**src/rtl/sct_pkg.sv**
```systemverilog
// ----------------------------------------------------------------------------
// Sorted client table package
// Shared constants, operation and status codes, and the command and status
// groups that pass between the controller and the datapath.
// ----------------------------------------------------------------------------
`timescale 1ns / 1ps
`default_nettype none

package sct_pkg;

	localparam int MAX_ENTRIES = 64;
	localparam int ADDR_W      = $clog2(MAX_ENTRIES);
	localparam int CNT_W       = $clog2(MAX_ENTRIES + 1);
	localparam int KEY_W       = 32;
	localparam int OP_W        = 3;
	localparam int STATUS_W    = 2;
	localparam int ENTRY_W     = 2 * KEY_W;
	localparam int IN_FIELDS_W = OP_W + 2 * KEY_W;
	localparam int IN_DATA_W   = ((IN_FIELDS_W + 7) / 8) * 8;
	localparam int OUT_FIELDS_W = STATUS_W + ADDR_W + CNT_W;
	localparam int OUT_DATA_W  = ((OUT_FIELDS_W + 7) / 8) * 8;

	typedef enum logic [OP_W-1:0] {
		OP_ADD       = 3'd0,
		OP_DEL_USER  = 3'd1,
		OP_DEL_CONN  = 3'd2,
		OP_FIND_USER = 3'd3,
		OP_FIND_CONN = 3'd4
	} op_t;

	typedef enum logic [STATUS_W-1:0] {
		ST_OK        = 2'd0,
		ST_FULL      = 2'd1,
		ST_EMPTY     = 2'd2,
		ST_NOT_FOUND = 2'd3
	} status_t;

	typedef struct packed {
		logic take;
		logic first;
		logic scan;
		logic put;
		logic load;
	} cmd_t;

	typedef struct packed {
		logic go_done;
		logic go_put;
	} stat_t;

endpackage

`default_nettype wire

```
**src/rtl/sorted_client_table.sv**
```systemverilog
// ----------------------------------------------------------------------------
// Sorted client table
// Table of (user id, connection id) pairs kept in ascending signed user id
// order, with add, delete and search by either key.
// ----------------------------------------------------------------------------
// Throughput: one item at a time; a new item is taken only after the result
// of the last one is loaded. A scan reads one entry per cycle through the
// single read port of the entry memory and may walk the whole table.
// Reset clears the live count and the handshake state, not the entry memory.
`timescale 1ns / 1ps
`default_nettype none

module sorted_client_table (
	input  wire logic                             clk,
	input  wire logic                             arst_n,
	input  wire logic                             s_tvalid,
	output logic                                  s_tready,
	// operation [2:0], user_key [34:3], conn_key [66:35], zero padding above.
	input  wire logic [sct_pkg::IN_DATA_W-1:0]    s_tdata,
	output logic                                  m_tvalid,
	input  wire logic                             m_tready,
	// status [1:0], position [7:2], entry_count [14:8], zero padding above.
	output logic [sct_pkg::OUT_DATA_W-1:0]        m_tdata
);

	sct_pkg::cmd_t  cmd;
	sct_pkg::stat_t stat;

	logic [sct_pkg::STATUS_W-1:0] status;
	logic [sct_pkg::ADDR_W-1:0]   position;
	logic [sct_pkg::CNT_W-1:0]    entry_count;

	sct_ctrl u_ctrl (
		.clk       (clk),
		.arst_n    (arst_n),
		.in_valid  (s_tvalid),
		.in_ready  (s_tready),
		.out_valid (m_tvalid),
		.out_ready (m_tready),
		.cmd       (cmd),
		.stat      (stat)
	);

	sct_datapath u_datapath (
		.clk         (clk),
		.arst_n      (arst_n),
		.cmd         (cmd),
		.stat        (stat),
		.operation   (s_tdata[sct_pkg::OP_W-1:0]),
		.user_key    (s_tdata[sct_pkg::OP_W+sct_pkg::KEY_W-1:sct_pkg::OP_W]),
		.conn_key    (s_tdata[sct_pkg::IN_FIELDS_W-1:sct_pkg::OP_W+sct_pkg::KEY_W]),
		.status      (status),
		.position    (position),
		.entry_count (entry_count)
	);

	assign m_tdata = {{(sct_pkg::OUT_DATA_W - sct_pkg::OUT_FIELDS_W){1'b0}},
		entry_count, position, status};

`ifndef SYNTH
	a_cmd_onehot: assert property (@(posedge clk) disable iff (!arst_n)
		$onehot0(cmd))
		else $error("More than one datapath command in a cycle.");

	a_pos_zero: assert property (@(posedge clk) disable iff (!arst_n)
		m_tvalid && (status != sct_pkg::ST_OK) |-> (position == '0))
		else $error("Position is not zero on a failed operation.");

	a_count_bound: assert property (@(posedge clk) disable iff (!arst_n)
		m_tvalid |-> (entry_count <= sct_pkg::CNT_W'(sct_pkg::MAX_ENTRIES)))
		else $error("Entry count exceeds the table size.");

	a_one_item: assert property (@(posedge clk) disable iff (!arst_n)
		s_tvalid && s_tready |=> !s_tready)
		else $error("A second item was taken while one is in work.");
`endif

endmodule

`default_nettype wire

```
**src/rtl/sct_ctrl.sv**
```systemverilog
// ----------------------------------------------------------------------------
// Sorted client table controller
// Sequences one item at a time through setup, scan, insert and result load,
// and owns the valid flag of the output register.
// ----------------------------------------------------------------------------
`timescale 1ns / 1ps
`default_nettype none

module sct_ctrl (
	input  wire logic          clk,
	input  wire logic          arst_n,
	input  wire logic          in_valid,
	output logic               in_ready,
	output logic               out_valid,
	input  wire logic          out_ready,
	output sct_pkg::cmd_t      cmd,
	input  wire sct_pkg::stat_t stat
);

	typedef enum logic [2:0] {
		S_IDLE,
		S_LOAD,
		S_SCAN,
		S_PUT,
		S_DONE
	} state_t;

	state_t state_q;
	logic   out_valid_q;

	always_comb begin
		cmd.take  = (state_q == S_IDLE) && in_valid;
		cmd.first = (state_q == S_LOAD);
		cmd.scan  = (state_q == S_SCAN);
		cmd.put   = (state_q == S_PUT);
		cmd.load  = (state_q == S_DONE) && (!out_valid_q || out_ready);
	end

	assign in_ready  = (state_q == S_IDLE);
	assign out_valid = out_valid_q;

	always_ff @(posedge clk or negedge arst_n) begin
		if (!arst_n) begin
			state_q     <= S_IDLE;
			out_valid_q <= 1'b0;
		end else begin
			if (cmd.load) begin
				out_valid_q <= 1'b1;
			end else if (out_ready) begin
				out_valid_q <= 1'b0;
			end
			case (state_q)
				S_IDLE: begin
					if (in_valid) state_q <= S_LOAD;
				end
				S_LOAD, S_SCAN: begin
					if (stat.go_done) state_q <= S_DONE;
					else if (stat.go_put) state_q <= S_PUT;
					else state_q <= S_SCAN;
				end
				S_PUT: begin
					state_q <= S_DONE;
				end
				S_DONE: begin
					if (cmd.load) state_q <= S_IDLE;
				end
				default: begin
					state_q <= S_IDLE;
				end
			endcase
		end
	end

endmodule

`default_nettype wire

```
**src/rtl/sct_datapath.sv**
```systemverilog
// ----------------------------------------------------------------------------
// Sorted client table datapath
// Entry memory with a registered read port, key registers, live count, the
// scan compare and shift logic, and the result register.
// ----------------------------------------------------------------------------
`timescale 1ns / 1ps
`default_nettype none

module sct_datapath (
	input  wire logic                              clk,
	input  wire logic                              arst_n,
	input  wire sct_pkg::cmd_t                     cmd,
	output sct_pkg::stat_t                         stat,
	input  wire logic [sct_pkg::OP_W-1:0]          operation,
	input  wire logic signed [sct_pkg::KEY_W-1:0]  user_key,
	input  wire logic signed [sct_pkg::KEY_W-1:0]  conn_key,
	output logic [sct_pkg::STATUS_W-1:0]           status,
	output logic [sct_pkg::ADDR_W-1:0]             position,
	output logic [sct_pkg::CNT_W-1:0]              entry_count
);

	logic [sct_pkg::ENTRY_W-1:0] entry_mem [sct_pkg::MAX_ENTRIES];
	logic [sct_pkg::ENTRY_W-1:0] rdata_q;
	logic [sct_pkg::ADDR_W-1:0]  rd_addr;
	logic [sct_pkg::ADDR_W-1:0]  wr_addr;
	logic [sct_pkg::ENTRY_W-1:0] wr_data;
	logic                        wr_en;

	logic [sct_pkg::OP_W-1:0]         op_q;
	logic signed [sct_pkg::KEY_W-1:0] ukey_q;
	logic signed [sct_pkg::KEY_W-1:0] ckey_q;
	logic [sct_pkg::CNT_W-1:0]        count_q;
	logic [sct_pkg::CNT_W-1:0]        count_d;
	logic [sct_pkg::ADDR_W-1:0]       idx_q, idx_d;
	logic [sct_pkg::ADDR_W-1:0]       put_pos_q, put_pos_d;
	logic [sct_pkg::ADDR_W-1:0]       pos_q, pos_d;
	logic                             found_q, found_d;
	sct_pkg::status_t                 res_q, res_d;

	logic [sct_pkg::STATUS_W-1:0] status_q;
	logic [sct_pkg::ADDR_W-1:0]   position_q;
	logic [sct_pkg::CNT_W-1:0]    entry_count_q;

	logic signed [sct_pkg::KEY_W-1:0] rd_user;
	logic signed [sct_pkg::KEY_W-1:0] rd_conn;
	logic                             is_add, is_del, by_user;
	logic                             match, greater, idx_last;
	logic [sct_pkg::ADDR_W-1:0]       count_top;

	always_ff @(posedge clk) begin
		if (wr_en) begin
			entry_mem[wr_addr] <= wr_data;
		end
		rdata_q <= entry_mem[rd_addr];
	end

	assign rd_user   = rdata_q[sct_pkg::KEY_W-1:0];
	assign rd_conn   = rdata_q[sct_pkg::ENTRY_W-1:sct_pkg::KEY_W];
	assign is_add    = (op_q == sct_pkg::OP_ADD);
	assign is_del    = op_q inside {sct_pkg::OP_DEL_USER, sct_pkg::OP_DEL_CONN};
	assign by_user   = op_q inside {sct_pkg::OP_DEL_USER, sct_pkg::OP_FIND_USER};
	assign match     = by_user ? (rd_user == ukey_q) : (rd_conn == ckey_q);
	assign greater   = (rd_user > ukey_q);
	assign idx_last  = ((sct_pkg::CNT_W'(idx_q) + sct_pkg::CNT_W'(1)) == count_q);
	assign count_top = sct_pkg::ADDR_W'(count_q - sct_pkg::CNT_W'(1));

	always_comb begin
		idx_d     = idx_q;
		put_pos_d = put_pos_q;
		pos_d     = pos_q;
		found_d   = found_q;
		res_d     = res_q;
		rd_addr   = idx_q;
		wr_en     = 1'b0;
		wr_addr   = idx_q;
		wr_data   = rdata_q;
		stat      = '0;
		if (cmd.first) begin
			res_d   = sct_pkg::ST_NOT_FOUND;
			found_d = 1'b0;
			pos_d   = '0;
			case (op_q)
				sct_pkg::OP_ADD: begin
					if (count_q >= sct_pkg::CNT_W'(sct_pkg::MAX_ENTRIES)) begin
						res_d        = sct_pkg::ST_FULL;
						stat.go_done = 1'b1;
					end else if (count_q == '0) begin
						put_pos_d   = '0;
						stat.go_put = 1'b1;
					end else begin
						rd_addr = count_top;
						idx_d   = count_top;
					end
				end
				sct_pkg::OP_DEL_USER, sct_pkg::OP_DEL_CONN: begin
					if (count_q == '0) begin
						res_d        = sct_pkg::ST_EMPTY;
						stat.go_done = 1'b1;
					end else begin
						rd_addr = '0;
						idx_d   = '0;
					end
				end
				sct_pkg::OP_FIND_USER, sct_pkg::OP_FIND_CONN: begin
					if (count_q == '0) begin
						stat.go_done = 1'b1;
					end else begin
						rd_addr = '0;
						idx_d   = '0;
					end
				end
				default: begin
					stat.go_done = 1'b1;
				end
			endcase
		end else if (cmd.scan) begin
			if (is_add) begin
				if (greater) begin
					wr_en   = 1'b1;
					wr_addr = idx_q + sct_pkg::ADDR_W'(1);
					if (idx_q == '0) begin
						put_pos_d   = '0;
						stat.go_put = 1'b1;
					end else begin
						rd_addr = idx_q - sct_pkg::ADDR_W'(1);
						idx_d   = idx_q - sct_pkg::ADDR_W'(1);
					end
				end else begin
					put_pos_d   = idx_q + sct_pkg::ADDR_W'(1);
					stat.go_put = 1'b1;
				end
			end else begin
				if (found_q && is_del) begin
					wr_en   = 1'b1;
					wr_addr = idx_q - sct_pkg::ADDR_W'(1);
				end
				if (!found_q && match) begin
					found_d = 1'b1;
					pos_d   = idx_q;
				end
				if ((!is_del && match) || idx_last) begin
					stat.go_done = 1'b1;
					res_d = (found_q || match) ? sct_pkg::ST_OK : sct_pkg::ST_NOT_FOUND;
				end else begin
					rd_addr = idx_q + sct_pkg::ADDR_W'(1);
					idx_d   = idx_q + sct_pkg::ADDR_W'(1);
				end
			end
		end else if (cmd.put) begin
			wr_en   = 1'b1;
			wr_addr = put_pos_q;
			wr_data = {ckey_q, ukey_q};
			res_d   = sct_pkg::ST_OK;
			pos_d   = put_pos_q;
		end
	end

	always_comb begin
		count_d = count_q;
		if (res_q == sct_pkg::ST_OK) begin
			if (is_add) count_d = count_q + sct_pkg::CNT_W'(1);
			else if (is_del) count_d = count_q - sct_pkg::CNT_W'(1);
		end
	end

	always_ff @(posedge clk or negedge arst_n) begin
		if (!arst_n) begin
			count_q <= '0;
		end else if (cmd.load) begin
			count_q <= count_d;
		end
	end

	always_ff @(posedge clk) begin
		if (cmd.take) begin
			op_q   <= operation;
			ukey_q <= user_key;
			ckey_q <= conn_key;
		end
		idx_q     <= idx_d;
		put_pos_q <= put_pos_d;
		pos_q     <= pos_d;
		found_q   <= found_d;
		res_q     <= res_d;
		if (cmd.load) begin
			status_q      <= res_q;
			position_q    <= (res_q == sct_pkg::ST_OK) ? pos_q : '0;
			entry_count_q <= count_d;
		end
	end

	assign status      = status_q;
	assign position    = position_q;
	assign entry_count = entry_count_q;

endmodule

`default_nettype wire

```
**config.mk**
```make
export PLATFORM = sky130hd
export DESIGN_NAME = sorted_client_table
export DESIGN_NICKNAME = d
export VERILOG_FILES = /design/src/rtl/sct_pkg.sv /design/src/rtl/sorted_client_table.sv /design/src/rtl/sct_ctrl.sv /design/src/rtl/sct_datapath.sv
export SDC_FILE = /design/constraint.sdc
export NUM_CORES = 2
export LEC_CHECK = 0
export BUFFER_PORTS_ARGS = -buffer_cell sky130_fd_sc_hd__buf_2
export CAP_MARGIN = 20
export CORE_MARGIN = 2
export CORE_UTILIZATION = 40
export CTS_CLUSTER_DIAMETER = 30
export DETAILED_ROUTE_END_ITERATION = 10
export PLACE_DENSITY = 0.56
export SYNTH_ARGS = -nofsm -noshare
export SYNTH_HDL_FRONTEND = slang
export SYNTH_SLANG_ARGS = --single-unit
```
**constraint.sdc**
```tcl
create_clock -name clk -period 6.7 [get_ports clk]
set_input_delay 1.005 -clock clk [delete_from_list [all_inputs] [get_ports clk]]
set_output_delay 1.005 -clock clk [all_outputs]
set_load 0.02 [all_outputs]
```
==> impl_metrics.ini <==
[status]
status = completed

[clock_network]
cts_resized = 0
clkSlewWorstSetupHoldPaths_ns = 0.05
cts-buffers-inserted = 809
ctsHtreeMaxLevel = 6
cts_root_buffer = clkbuf_16
cts_tree = done
postCtsSetupRepairBufs = 0
cts_buffer_depth = 4
clk_latency_ns = 1.13
cts.sinks = 4274

[timing]
clock_skew_ns = 0.119
worst_pin_slew_ns = 1.28
fin_crit_ns = 6.36
fmax_ghz = 0.157
hold_viol_final = 0
maxSlewViolCount = 0
fin_tns_setup_ns = 0
slew_headroom_pct = 14.2
setup_viol = 0
rsz0062_at_grt = false
period_share_pct = 94.9

[global_routing]
antenna_found_initial = 17
grt_max_degree = 137
grt_pass1_vias = 108000
grt_first_pass_wirelength_um = 809000
grt-ovfl-total = 0
track_usage_pct = 26.6

[yosys]
synthCells = 12000
synth_edf_count = 4186
synth_top_area_share_pct = 74.7
synth-seq-cells = 4274
syn_area_um2 = 168000
synth_area_per_cell_um2 = 14.0
yosys_most_used_dff = edfxtp_1
yosysUniqueCellTypes = 90
ys_async_sr_fraction_pct = 0.257
netlist_top_cells_area = edfxtp_1 (75%), nand2_1 (7.3%), nand3_1 (4.0%), mux2i_1 (3.5%), a32oi_1 (1.1%)
netlist.top_cell.by_area = edfxtp_1
ys_seq_area_share_pct = 75.7
yosysWarnings = 0
syn-num-nets = 12100

[detailed_routing]
ant_nets = 0
viasPerCell = 5.80
drc_errors = 0
post_drt_wl_per_cell_um = 30.1
num_vias = 112000
first_pass_iters = 9
drt_iter0_drc = 16400
drt-total-wl_um = 582000

[setup_path]
arrival_ns = 7.38
endpoint = u_datapath.rdata_q[36]
required_ns = 7.71
cp_top_family = simple AND/OR/NAND/NOR gates
path_class = reg2reg
rrSetupSlack_ns = 0.34
crit_fanout = 136
critPathLaunchType = register
crit_top_cell = a21oi_1
path_cells = inv_1 -> ha_1 -> a21oi_1 -> o21ai_0 -> buf_4 -> a21oi_1 -> o21ai_0 -> nor3_1 -> o21a_1 -> or3_4 -> buf_12 -> buf_12 -> nand2_1 -> nand3_1 -> a21oi_1 -> nor4_1 -> buf_4 -> and4b_1
endpoint_kind = register
cpPeakStageDelay_ns = 0.81
cp-startpoint = u_datapath.ukey_q[23]
crit_buf_inv = 5
r2r_cells = 18
reg2reg_to = u_datapath.rdata_q[36]
cp_num_cells = 18
cp_slowest_cell = nor4_1
r2r-start = u_datapath.ukey_q[23]

[pwr]
power.net_switching_mw = 50.1
leakage_nw = 75.9
p_sw_share_pct = 38.5
pwr-share-clk_pct = 32.4
vdd_drop_max_uv = 456
p_comb_share_pct = 39.8
powerDensity_nw_per_um2 = 606
p_int_mw = 80.0
seq_power_share_pct = 27.7

[layout]
n_fill_cell = 34300
fin_util_pct = 51.1
drive_gt1_share_pct = 18.8
final_nets = 13200
syn_to_final_growth_pct = 27.4

[place]
numPortBuffers = 87
place.detailed.hpwl_um = 350000
gp_congestion = 0.896

[floorplan]
initial_core_util_pct = 40.1
fp.coreArea_um2 = 420000
die_area_um2 = 426000
ios = 94
die_x_um = 653
placementRows = 238
die_y_um = 653

[min_path]
worst_hold_path_type = in2reg

[run]
cap_violations = 0
==> how the worst min path moves through the flow <==
stage	slack (ns)	cells past startpoint	endpoint	from
2_1_floorplan	0.43	2	u_datapath.pos_q[2]	u_datapath.pos_q[2]
3_3_place_gp	0.45	2	u_datapath.pos_q[2]	u_datapath.pos_q[2]
3_5_place_dp	0.45	2	u_datapath.pos_q[2]	u_datapath.pos_q[2]
4_1_cts	0.002	1	u_datapath.ckey_q[2]	s_tdata[37]
5_1_grt	0.05	1	u_datapath.ckey_q[2]	s_tdata[37]
6_report	0.07	1	u_datapath.ukey_q[17]	s_tdata[20]
==> synth_stat cells, types with 8 or more instances <==
cell       count
a211oi_1      12
a21o_1         9
a21oi_1      259
a221oi_1      25
a221oi_2      19
a311oi_1      39
a31oi_1      177
a32oi_1      221
and2_1         9
and3_1        90
and4b_1       18
buf_1         82
buf_2        274
buf_4         22
buf_6         23
clkbuf_1     341
dfrtp_1       11
dfxtp_1       77
edfxtp_1    4186
ha_1          38
inv_1         53
mux2_2        14
mux2i_1      594
mux4_2        22
nand2_1     3257
nand3_1     1335
nand4_1      100
nor2_1       125
nor2b_1       14
nor3_1        23
nor4_1        75
o21ai_0       87
o21ai_1       18
o22ai_1      110
o2bb2ai_1      8
o32ai_1       32
or3_1         11
or4_1         46
xnor2_1       40
xor2_1         8
==> stage by stage <==
| step | instances | cell area, um^2 | hold WS (ns) | total power, mW | setup slack [ns] |
|---|---|---|---|---|---|
| 5_1_grt | 19400 | 215000 | 0.0546 | 135 | 0.280 |
| 4_1_cts | 19400 | 214000 | 0.00160 | 130 | 0.554 |
| 6_report | 19400 | 215000 | 0.0734 | 130 | 0.338 |
| 3_3_place_gp | 17800 | 185000 | 0.453 | 86.3 | 0.586 |
| 3_5_place_dp | 17800 | 185000 | 0.451 | 87.2 | 0.592 |
| 2_1_floorplan | 12000 | 168000 | 0.427 | 64.9 | 0.517 |
==> power groups by stage <==
stage	Combinational, mW	Clock [mW]	Sequential [mW]
after floorplan	28.3	0	36.5
after global placement	49.8	0	36.5
after detailed placement	50.7	0	36.5
after CTS	51.0	42.5	36.0
after global routing	54.9	43.8	36.0
final	51.8	42.2	36.0
==> cell families after synthesis <==
group,share of synthesized area [%]
AND/OR/NAND/NOR,13.1
flip-flops,75.7
AO/OA/AOI/OAI,4.51
buffers and inverters,2.14
multiplexers,3.92
XOR/XNOR,0.263
adder cells (fa/ha/maj),0.282
other,0.00223
==> layout make-up <==
cell class | count | area, um^2 | area share [%]
multi-input combinational | 6943 | 38400 | 17.9
antenna | 10 | 25.0 | 0.0117
clock inverter | 604 | 8060 | 3.76
sequential | 4274 | 128000 | 59.4
inverter | 60 | 246 | 0.115
tap | 5520 | 6910 | 3.22
clock buffer | 925 | 20900 | 9.76
timing repair buffer | 1037 | 12500 | 5.81
==> flip-flops by register name, summed over array words and instances (netlist names), 6 cells and up <==
register	cells
u_datapath.pos_q	6
u_datapath.count_q	7
u_datapath.rdata_q	64
u_datapath.put_pos_q	6
u_datapath.position	6
u_datapath.idx_q	6
u_datapath.ukey_q	32
u_datapath.entry_mem	4096
u_datapath.entry_count	7
u_datapath.ckey_q	32
==> placed cells by master, fill, tap and decap left out, types with 177 or more instances in the layout <==
cell type	n
a21oi_1	256
a31oi_1	177
a32oi_1	221
buf_12	375
buf_4	554
clkbuf_16	810
edfxtp_1	4186
mux2i_1	594
nand2_1	3247
nand3_1	1328
==> per-layer routing <==
metal	vias to the layer above	global-route usage [%]	wire length (um)
met1	56800	35.8	226000
li1	47500	-	-
met3	1279	5.27	60200
met2	6729	41.2	264000
met4	12	13.4	32200
met5	-	0	101
==> worst register-to-register path: cells and delay by family, from the launching register on <==
family                     cells  cell delay [ns]
AOI/OAI and AO/OA              6             1.79
adders and majority gates      1             0.40
buffers and inverters          5             1.49
DFF                            1             0.54
and+or+nand+nor                6             2.01
==> repair_timing <==
item                       4_1_cts  5_1_grt
hold endpoints to repair        21        0
hold buffers                    11        0
setup endpoints to repair        0        0
No activity file was read; power rests on OpenSTA's default activity.
